**src/hdl/pds_pkg.sv**
```systemverilog
// shared types and constants for the particle depth sorter
package pds_pkg;

    localparam int CoordBits = 24;
    localparam int IndexBits = 6;

    typedef struct packed {
        logic [CoordBits-1:0] pos_x;
        logic [CoordBits-1:0] pos_y;
        logic [CoordBits-1:0] pos_z;
        logic                 last_in;
    } pds_in_t;

    typedef struct packed {
        logic [IndexBits-1:0] sorted_index;
        logic                 last_out;
        logic                 overflow;
    } pds_out_t;

    typedef enum logic [1:0] {
        REG_REF_X = 2'd0,
        REG_REF_Y = 2'd1,
        REG_REF_Z = 2'd2
    } pds_reg_t;

    // controller to datapath
    typedef struct packed {
        logic load;      // compute key of the input beat
        logic insert;    // insertion step at scan position
        logic drop;      // set is full, mark overflow
        logic emit_load; // register output beat at read position
        logic clear;     // run done, reset fill count and flag
    } pds_cmd_t;

    // datapath to controller
    typedef struct packed {
        logic full;
        logic empty;
    } pds_sts_t;

endpackage

```
**src/hdl/pds_ctrl.sv**
```systemverilog
// sequencing of load, insert, emit and clear phases
module pds_ctrl #(
    parameter int MAX_PARTICLES = 64
) (
    input  logic               aclk,
    input  logic               aresetn,
    input  logic               s_valid,
    output logic               s_ready,
    input  logic               last_in,
    output logic               m_valid,
    input  logic               m_ready,
    input  pds_pkg::pds_sts_t  sts,
    input  logic [$clog2(MAX_PARTICLES+1)-1:0] fill,
    output pds_pkg::pds_cmd_t  cmd,
    output logic [$clog2(MAX_PARTICLES)-1:0] rd_addr
);
    import pds_pkg::*;

    localparam int AW = $clog2(MAX_PARTICLES);
    localparam int CW = $clog2(MAX_PARTICLES + 1);

    typedef enum logic [2:0] {
        S_IDLE, S_D1, S_D2, S_INS, S_EMIT, S_CLEAR
    } state_t;

    state_t        state_reg;
    logic          last_reg, mval_reg;
    logic [AW-1:0] rd_reg;
    logic [CW-1:0] cnt_reg;

    assign s_ready = (state_reg == S_IDLE);
    wire acc = s_valid && s_ready;

    always_comb begin
        cmd = '0;
        cmd.load      = acc && !sts.full;
        cmd.drop      = acc && sts.full;
        cmd.insert    = (state_reg == S_INS);
        cmd.emit_load = (state_reg == S_EMIT) && (!mval_reg || m_ready)
                        && (cnt_reg < fill);
        cmd.clear     = (state_reg == S_CLEAR);
    end

    always_ff @(posedge aclk) begin
        if (!aresetn) begin
            state_reg <= S_IDLE;
            last_reg  <= 1'b0;
            mval_reg  <= 1'b0;
            rd_reg    <= '0;
            cnt_reg   <= '0;
        end else begin
            if (cmd.emit_load) mval_reg <= 1'b1;
            else if (m_ready)  mval_reg <= 1'b0;
            unique case (state_reg)
                S_IDLE: if (acc) begin
                    last_reg <= last_in;
                    cnt_reg  <= '0;
                    rd_reg   <= '0;
                    if (!sts.full) state_reg <= S_D1;
                    else if (last_in) state_reg <= sts.empty ? S_CLEAR : S_EMIT;
                end
                S_D1: state_reg <= S_D2;
                S_D2: state_reg <= S_INS;
                S_INS: state_reg <= last_reg ? S_EMIT : S_IDLE;
                S_EMIT: begin
                    if (cmd.emit_load) begin
                        rd_reg   <= rd_reg + AW'(1);
                        cnt_reg  <= cnt_reg + CW'(1);
                    end else if (cnt_reg == fill && (!mval_reg || m_ready)) begin
                        state_reg <= S_CLEAR;
                    end
                end
                S_CLEAR: state_reg <= S_IDLE;
                default: state_reg <= S_IDLE;
            endcase
        end
    end

    assign m_valid = mval_reg;
    assign rd_addr = rd_reg;
endmodule

```
**config.mk**
```make
export PLATFORM = sky130hd
export DESIGN_NAME = pds_ctrl
export DESIGN_NICKNAME = d
export VERILOG_FILES = /design/src/hdl/pds_pkg.sv /design/src/hdl/pds_ctrl.sv
export SDC_FILE = /design/constraint.sdc
export NUM_CORES = 1
export LEC_CHECK = 0
export BUFFER_PORTS_ARGS = -buffer_cell sky130_fd_sc_hd__buf_2
export CORE_ASPECT_RATIO = 1.1
export CORE_MARGIN = 3
export CORE_UTILIZATION = 40
export DETAILED_ROUTE_END_ITERATION = 10
export GPL_TIMING_DRIVEN = 1
export PLACE_DENSITY = 0.72
export SKIP_CTS_REPAIR_TIMING = 1
export SLEW_MARGIN = 20
export SYNTH_ARGS = -nofsm -noshare
export SYNTH_HDL_FRONTEND = slang
export SYNTH_SLANG_ARGS = --single-unit
```
**constraint.sdc**
```tcl
create_clock -name aclk -period 1.9 [get_ports aclk]
set_input_delay 0.19 -clock aclk [delete_from_list [all_inputs] [get_ports aclk]]
set_output_delay 0.19 -clock aclk [all_outputs]
set_load 0.03 [all_outputs]
```
==> flow_metrics.tcl, run 1 <==
set metrics [dict create \
    run_status "finished, final reports clean" \
    overflow 0 \
    crit_required_ps 1710 \
    area_growth_pct 33.3 \
    die_h_um 65.4 \
    grt_pass1_wl_um 5820 \
    setup_viol 0 \
    dp_cells 229 \
    fin_skew_ps 6.84 \
    vias 1415 \
    worstSetupEndpointType "output pin" \
    final_hold_viol_count 0 \
    rr_worst_depth 6 \
    cp_max_fo 5 \
    worstSetupStartpointType "flip-flop" \
    fp.coreArea_sq_um 2930 \
    initial_core_util 0.439 \
    cp_data_arrival_time_ps 1700 \
    hold_slack_ps 142 \
    ys_seq_area_frac 0.280 \
    firstDrtPassIters 4 \
    antenna_found_initial 0 \
    hp-class "primary input to flip-flop" \
    postRouteAntennaNets 0 \
    numCtsBuffers 3 \
    cts_htree_levels 1 \
    syn_area_per_cell_sq_um 7.79 \
    synthesis.area_sq_um 1280 \
    io_pins 27 \
    vias_per_cell 5.92 \
    power_mw 1.17 \
    cts_tree "yes" \
    clockBufferDepth 2 \
    drt_iter0_drc 45 \
    die_area_sq_um 3930 \
    place_congestion 0.782 \
    row_count 20 \
    synth_nets 188 \
    netSwitchingPower_uw 458 \
    totalWireLength_um 3470 \
    vdd_drop_max_v 0.000490 \
    root_buffer "clkbuf_4" \
    synth_seq_cells 18 \
    clock_latency_ps 290 \
    switching_share 0.391 \
    worstMarginPinSlew_ps 502 \
    synth.distinct_cells 38 \
    seqPwrFrac 0.365 \
    portBuffers 26 \
    synthArstFlopShare 0 \
    largest_reg_flops 7 \
    combPwrFrac 0.430 \
    layout.nets 230 \
    track_usage 0.186 \
    path_clk_slew_ps 100 \
    cts_sinks 18 \
    ys.flop_type "dfxtp_1" \
    finalNonFillerCells 239 \
    final_layout_size_suffix_gt1_frac 0.345 \
    p_per_area_nw_per_um2 683 \
    drv_cap 0 \
    clock.fmax_mhz 528 \
    yosysWarnings 0 \
    p_clk_frac 0.205 \
    diodes 0 \
    crit_type "flip-flop to output pin" \
    rsz0062_at_grt "yes" \
    grt_pass1_vias 1350 \
    wl_per_cell_um 14.5 \
    grt_max_degree 17 \
    dp_hpwl_um 2500 \
    worstHoldPathCells 3 \
    drv_slew 0 \
    synth-edff-count 0 \
    fin_crit_sh 0.997 \
    max-slew-margin-rel 0.664 \
    die_x_um 60.0 \
    p_leak_nw 0.690 \
    p_int_uw 713 \
    drt_drc_violations_left 0 \
    period_minus_slack_ps 1890 \
    syn-instance-count 165 \
]
==> final timing paths <==
path,from,slack [ps],end
max reg2reg,cnt_reg[3],70,cnt_reg[5]
min,last_in,140,last_reg
max,cnt_reg[3],6,cmd[1]
min reg2reg,last_reg,470,last_reg
==> cells by family after synthesis <==
kind of cell	after synthesis	share of synthesized area
and+or+nand+nor	79	0.326
DFF	18	0.280
AOI/OAI and AO/OA	35	0.199
xor gates and xnor gates	1	0.00682
adders and majority gates	9	0.0876
buffers and inverters	20	0.0769
muxes	3	0.0234
==> stage by stage <==
step                area (sq um)  utilization  worst slack, ps  setup TNS, ps
finish                      1710        0.585             5.63              0
global route                1710        0.585            -87.1           -128
CTS                         1560        0.533             -195           -195
detailed placement          1530        0.521             37.8              0
global placement            1530        0.521              166              0
floorplan                   1300            -             50.5              0
==> worst max-delay path, cell delays in order, from the launching register on <==
cell,delay [ps]
dfxtp_2,350
ha_1,220
a21oi_4,180
o2111ai_2,200
buf_6,180
nor3_4,130
buf_6,150
==> cell type report <==
type                       count  area [sq um]
fill                         269          1210
multi-input combinational    127           931
sequential                    18           369
timing repair buffer          47           298
tap                           33          41.3
inverter                      10          37.5
clock buffer                   4          36.3
==> cells in the mapped netlist (2+ instances only) <==
| cell type | instances | share of area |
|---|---|---|
| dfxtp_1 | 18 | 0.28 |
| nand2_1 | 16 | 0.047 |
| nor3_1 | 13 | 0.051 |
| nand3_1 | 12 | 0.047 |
| a21oi_1 | 11 | 0.043 |
| nor2_1 | 11 | 0.032 |
| inv_1 | 10 | 0.029 |
| ha_1 | 9 | 0.088 |
| o311ai_0 | 8 | 0.055 |
| clkbuf_1 | 5 | 0.015 |
| a41oi_1 | 4 | 0.027 |
| mux2i_1 | 3 | 0.023 |
| nand4_1 | 3 | 0.015 |
| nor2b_1 | 3 | 0.015 |
| nor3b_1 | 3 | 0.018 |
| nor4b_1 | 3 | 0.020 |
| or3_1 | 3 | 0.015 |
| a21o_1 | 2 | 0.012 |
| and3_1 | 2 | 0.0097 |
| buf_4 | 2 | 0.012 |
| buf_6 | 2 | 0.018 |
| nand2b_1 | 2 | 0.0097 |
| nor4_1 | 2 | 0.0097 |
| o21ai_0 | 2 | 0.0078 |
| o311ai_1 | 2 | 0.014 |
| or4_1 | 2 | 0.012 |
==> power groups by stage <==
stage / combinational (mW) / clock (mW) / sequential [mW]
3_5_place_dp: 0.475 / 0 / 0.436
6_report: 0.503 / 0.240 / 0.427
5_1_grt: 0.550 / 0.263 / 0.432
4_1_cts: 0.476 / 0.246 / 0.427
3_3_place_gp: 0.459 / 0 / 0.434
2_1_floorplan: 0.336 / 0 / 0.446
==> layout by cell type (no fill, tap or decap), types with 3 or more instances in the layout <==
cell	n
a21oi_1	8
a41oi_1	4
buf_2	25
buf_4	20
clkbuf_4	3
dfxtp_1	11
dfxtp_2	7
ha_1	5
ha_4	4
inv_1	10
mux2i_1	3
nand2_1	14
nand3_1	12
nand4_1	3
nor2_1	11
nor2b_1	3
nor3_1	12
nor3b_1	3
o311ai_0	8
or3_1	3
==> routing by layer <==
layer / vias to the layer above / track usage / share of wire
li1: 705 / - / -
met1: 662 / 0.252 / 0.43
met2: 44 / 0.308 / 0.52
met3: 4 / 0.0236 / 0.044
met4: 0 / 0.0443 / 0.010
met5: - / 0 / 0
No activity file was read; power rests on OpenSTA's default activity.
==> run 2: changes to the inputs <==
- CORE_UTILIZATION: 40 -> 35
- PLACE_DENSITY: 0.72 -> 0.65
==> run 2 against run 1 <==
Effect of this change: wire length fell by 5.7%; die area rose by 13%; cell count rose by 5.4%; clock skew fell by 0.82 ps; via count fell by 4.0%; power fell by 4.7%; critical endpoint unchanged.
==> flow_metrics.tcl, run 2 (same netlist as run 1, synthesis figures left out) <==
set metrics [dict create \
    vias_per_cell 5.39 \
    p_per_area_nw_per_um2 663 \
    hold_slack_ps 163 \
    die_h_um 69.6 \
    max-slew-margin-rel 0.776 \
    diodes 0 \
    run_status "finished, final reports clean" \
    firstDrtPassIters 4 \
    final_hold_viol_count 0 \
    fin_skew_ps 6.02 \
    area_growth_pct 30.9 \
    period_minus_slack_ps 1850 \
    clock.fmax_mhz 540 \
    cts_sinks 18 \
    vdd_drop_max_v 0.000265 \
    track_usage 0.154 \
    worstSetupStartpointType "flip-flop" \
    wl_per_cell_um 13.0 \
    vias 1359 \
    clockBufferDepth 2 \
    grt_pass1_vias 1253 \
    totalWireLength_um 3280 \
    die_area_sq_um 4440 \
    row_count 22 \
    crit_type "flip-flop to output pin" \
    die_x_um 63.8 \
    setup_viol 0 \
    grt_max_degree 17 \
    postLayoutCellArea_sq_um 1680 \
    layout.nets 229 \
    fp.coreArea_sq_um 3440 \
    clock_latency_ps 290 \
    drv_cap 0 \
    initial_core_util 0.373 \
    cts_htree_levels 1 \
    root_buffer "clkbuf_4" \
    dp_hpwl_um 2430 \
    crit_required_ps 1710 \
    path_clk_slew_ps 100 \
    overflow 0 \
    hp-class "primary input to flip-flop" \
    worstSetupEndpointType "output pin" \
    place_area_sq_um 1550 \
    postRouteAntennaNets 0 \
    drt_iter0_drc 75 \
    p_leak_nw 0.677 \
    final_cell_mix "25 x buf_2, 20 x buf_4, 16 x dfxtp_1, 15 x nand2_1" \
    largest_reg_flops 7 \
    drv_slew 0 \
    antenna_found_initial 0 \
    cp_data_arrival_time_ps 1660 \
    io_pins 27 \
    worstMarginPinSlew_ps 336 \
    cp_max_fo 6 \
    place_congestion 0.805 \
    portBuffers 26 \
    cts_tree "yes" \
    final_layout_size_suffix_gt1_frac 0.309 \
    fin_crit_sh 0.975 \
    mostFrequentLayoutCell "buf_2" \
    numCtsBuffers 3 \
    drt_drc_violations_left 0 \
    grt_pass1_wl_um 5680 \
    rsz0062_at_grt "yes" \
]
==> run 2: cell count changes in the layout (fill, tap and decap cells not counted), moves of 2 or more <==
cell / delta
dfxtp_1: +5
dfxtp_2: -5
ha_1: +2
ha_4: -2
==> run 2: per-layer routing <==
| metal | share of wire | wire length (um) | GRT usage |
|---|---|---|---|
| met5 | 0 | 0 | 0 |
| met4 | 0.010 | 34 | 0.0432 |
| met3 | 0.033 | 109 | 0.0227 |
| met2 | 0.47 | 1550 | 0.240 |
| met1 | 0.48 | 1590 | 0.219 |
==> run 2: critical path, stage by stage (launching register included) <==
cell	delay, ps
dfxtp_2	410
ha_4	220
a21oi_2	200
a21oi_4	110
nor3_4	260
buf_6	170
==> run 2: area by class of cell <==
cell class,instances,area (sq um)
well taps,48,60.1
repair buffers,46,287
inverters,10,37.5
flip-flops and latches,18,363
multi-input cells,127,912
fillers,347,1760
clock buffers,3,22.5
==> run 2: stage by stage <==
step	setup slack, ps	total power [mW]	TNS, ps	util	instances
2_1_floorplan	50.5	0.781	0	-	165
3_3_place_gp	73.7	0.911	0	0.451	245
3_5_place_dp	-9.26	0.911	-17.1	0.451	245
4_1_cts	-235	1.10	-248	0.457	248
5_1_grt	-56.9	1.20	-69.7	0.489	252
6_report	46.8	1.12	0	0.489	252
==> run 2: report_power, final <==
part	switching [mW]	total (mW)	internal, mW
clock	0.116	0.190	0.0737
sequential	0.0203	0.429	0.409
combinational	0.310	0.497	0.188
total	0.446	1.12	0.670
==> run 2: final timing paths <==
path              start         end  slack (ps)  depth (start not counted)
max          cnt_reg[2]      cmd[1]          50                          5
min             last_in    last_reg         160                          3
max reg2reg  cnt_reg[6]  cnt_reg[5]          90                          6
min reg2reg    last_reg    last_reg         460                          2
==> run 3: changes to the inputs <==
- SETUP_SLACK_MARGIN: unset -> 0.3
==> run 3 against run 2 <==
Effect of this change: sequential share of layout area decreased by 1.1 points; clock power increased by 31%; worst setup slack improved by 24 ps; non-clock buffer count increased by 1; via count increased by 6.6%; first-iteration DRC count increased by 1.3%; sequential cell count unchanged; largest cell class unchanged.
==> flow_metrics.tcl, run 3 (same netlist as run 1, synthesis figures left out) <==
set metrics [dict create \
    r2r_setup_slack_ps 70 \
    final_hold_viol_count 0 \
    portBuffers 26 \
    numCtsBuffers 3 \
    place_congestion 0.808 \
    power_mw 1.27 \
    root_buffer "clkbuf_4" \
    setup_viol 0 \
    crit_required_ps 1710 \
    slowest_delay_ps 380 \
    fin_crit_sh 0.963 \
    die_x_um 63.8 \
    drv_cap 0 \
    run_status "finished, final reports clean" \
    cp_max_fo 6 \
    min_to "last_reg" \
    firstDrtPassIters 5 \
    worstSetupStartpointType "flip-flop" \
    p_per_area_nw_per_um2 696 \
    largest_reg_flops 7 \
    worstSetupEndpointType "output pin" \
    period_minus_slack_ps 1830 \
    worstHoldPathCells 3 \
    vdd_drop_max_v 0.000483 \
    postRouteAntennaNets 0 \
    p_leak_nw 0.701 \
    wl_per_cell_um 14.7 \
    antenna_found_initial 0 \
    rsz0062_at_grt "yes" \
    min-delay-start "last_in" \
    fin_util 0.530 \
    rr_worst_depth 5 \
    die_area_sq_um 4440 \
    hold_slack_ps 130 \
    max-slew-margin-rel 0.694 \
    cp_cell_sequence "ha_4 > nand4_1 > a21oi_4 > nor3_4 > buf_6" \
    grt_pass1_vias 1361 \
    fillers 318 \
    grt_pass1_wl_um 5740 \
    mostFrequentLayoutCell "buf_2" \
    cts_sinks 18 \
    place_area_sq_um 1580 \
    cts_htree_levels 1 \
    worstMarginPinSlew_ps 457 \
    postLayoutCellArea_sq_um 1820 \
    path_clk_slew_ps 110 \
    cp_data_arrival_time_ps 1640 \
    vias_per_cell 5.70 \
    clock.fmax_mhz 547 \
    track_usage 0.156 \
    overflow 0 \
    io_pins 27 \
    hp-class "primary input to flip-flop" \
    worstReg2RegStart "state_reg[2]" \
    drt_iter0_drc 76 \
    grt_max_degree 17 \
    drt_drc_violations_left 0 \
    cts_tree "yes" \
    clockBufferDepth 2 \
    clock_latency_ps 300 \
    crit_type "flip-flop to output pin" \
    initial_core_util 0.373 \
    finalNonFillerCells 254 \
    diodes 0 \
    row_count 22 \
    vias 1449 \
    dp_cells 239 \
    totalWireLength_um 3730 \
    die_h_um 69.6 \
    fin_skew_ps 4.54 \
    final_layout_size_suffix_gt1_frac 0.383 \
    final_cell_mix "23 x buf_2, 17 x buf_4, 14 x nand2_1, 12 x nand3_1, 12 x nor3_1" \
    area_growth_pct 41.9 \
    cpMaxStageDelayCell "dfxtp_4" \
    dp_hpwl_um 2590 \
    fp.coreArea_sq_um 3440 \
    r2r-end "cnt_reg[5]" \
    drv_slew 0 \
    layout.nets 230 \
]
## run 3: worst max-delay path: cells and delay by family, from the launching register on
family	cells	cell delay, ps
AO/OA/AOI/OAI	1	260
adder cells (fa/ha/maj)	1	280
buffers and inverters	1	140
flip-flops	1	380
AND/OR/NAND/NOR	2	280
## run 3: metrics by stage
stage               worst slack, ps  TNS (ps)
floorplan                       135         0
global placement                159         0
detailed placement             90.6         0
CTS                            -102      -102
global route                   11.3         0
finish                         70.3         0
## run 3: cell type report
| cell class | count | area, sq um | share of cell area |
|---|---|---|---|
| Tap cell | 48 | 60.1 | 0.0329 |
| Inverter | 10 | 37.5 | 0.0206 |
| Timing Repair Buffer | 47 | 322 | 0.176 |
| Clock buffer | 4 | 36.3 | 0.0199 |
| Sequential cell | 18 | 374 | 0.205 |
| Multi-Input combinational cell | 127 | 993 | 0.545 |
## run 3: worst max-delay path by stage
stage,startpoint,end,slack (ps)
finish,cnt_reg[4],cmd[1],70
global route,state_reg[0],cnt_reg[5],10
CTS,cnt_reg[2],cmd[1],-100
detailed placement,cnt_reg[6],rd_addr[4],90
global placement,state_reg[0],cnt_reg[6],160
floorplan,state_reg[0],cnt_reg[5],140
## run 3: power by group
| group | switching [mW] | leakage [nW] | internal, mW |
|---|---|---|---|
| clock | 0.131 | 0.0210 | 0.117 |
| combinational | 0.345 | 0.530 | 0.247 |
| sequential | 0.0205 | 0.150 | 0.409 |
## run 3: per-layer routing
metal | GRT usage | share of wire | vias to the layer above
li1 | - | - | 704
met1 | 0.178 | 0.41 | 685
met2 | 0.281 | 0.51 | 50
met3 | 0.0243 | 0.065 | 10
met4 | 0.0695 | 0.016 | 0
met5 | 0 | 0 | -
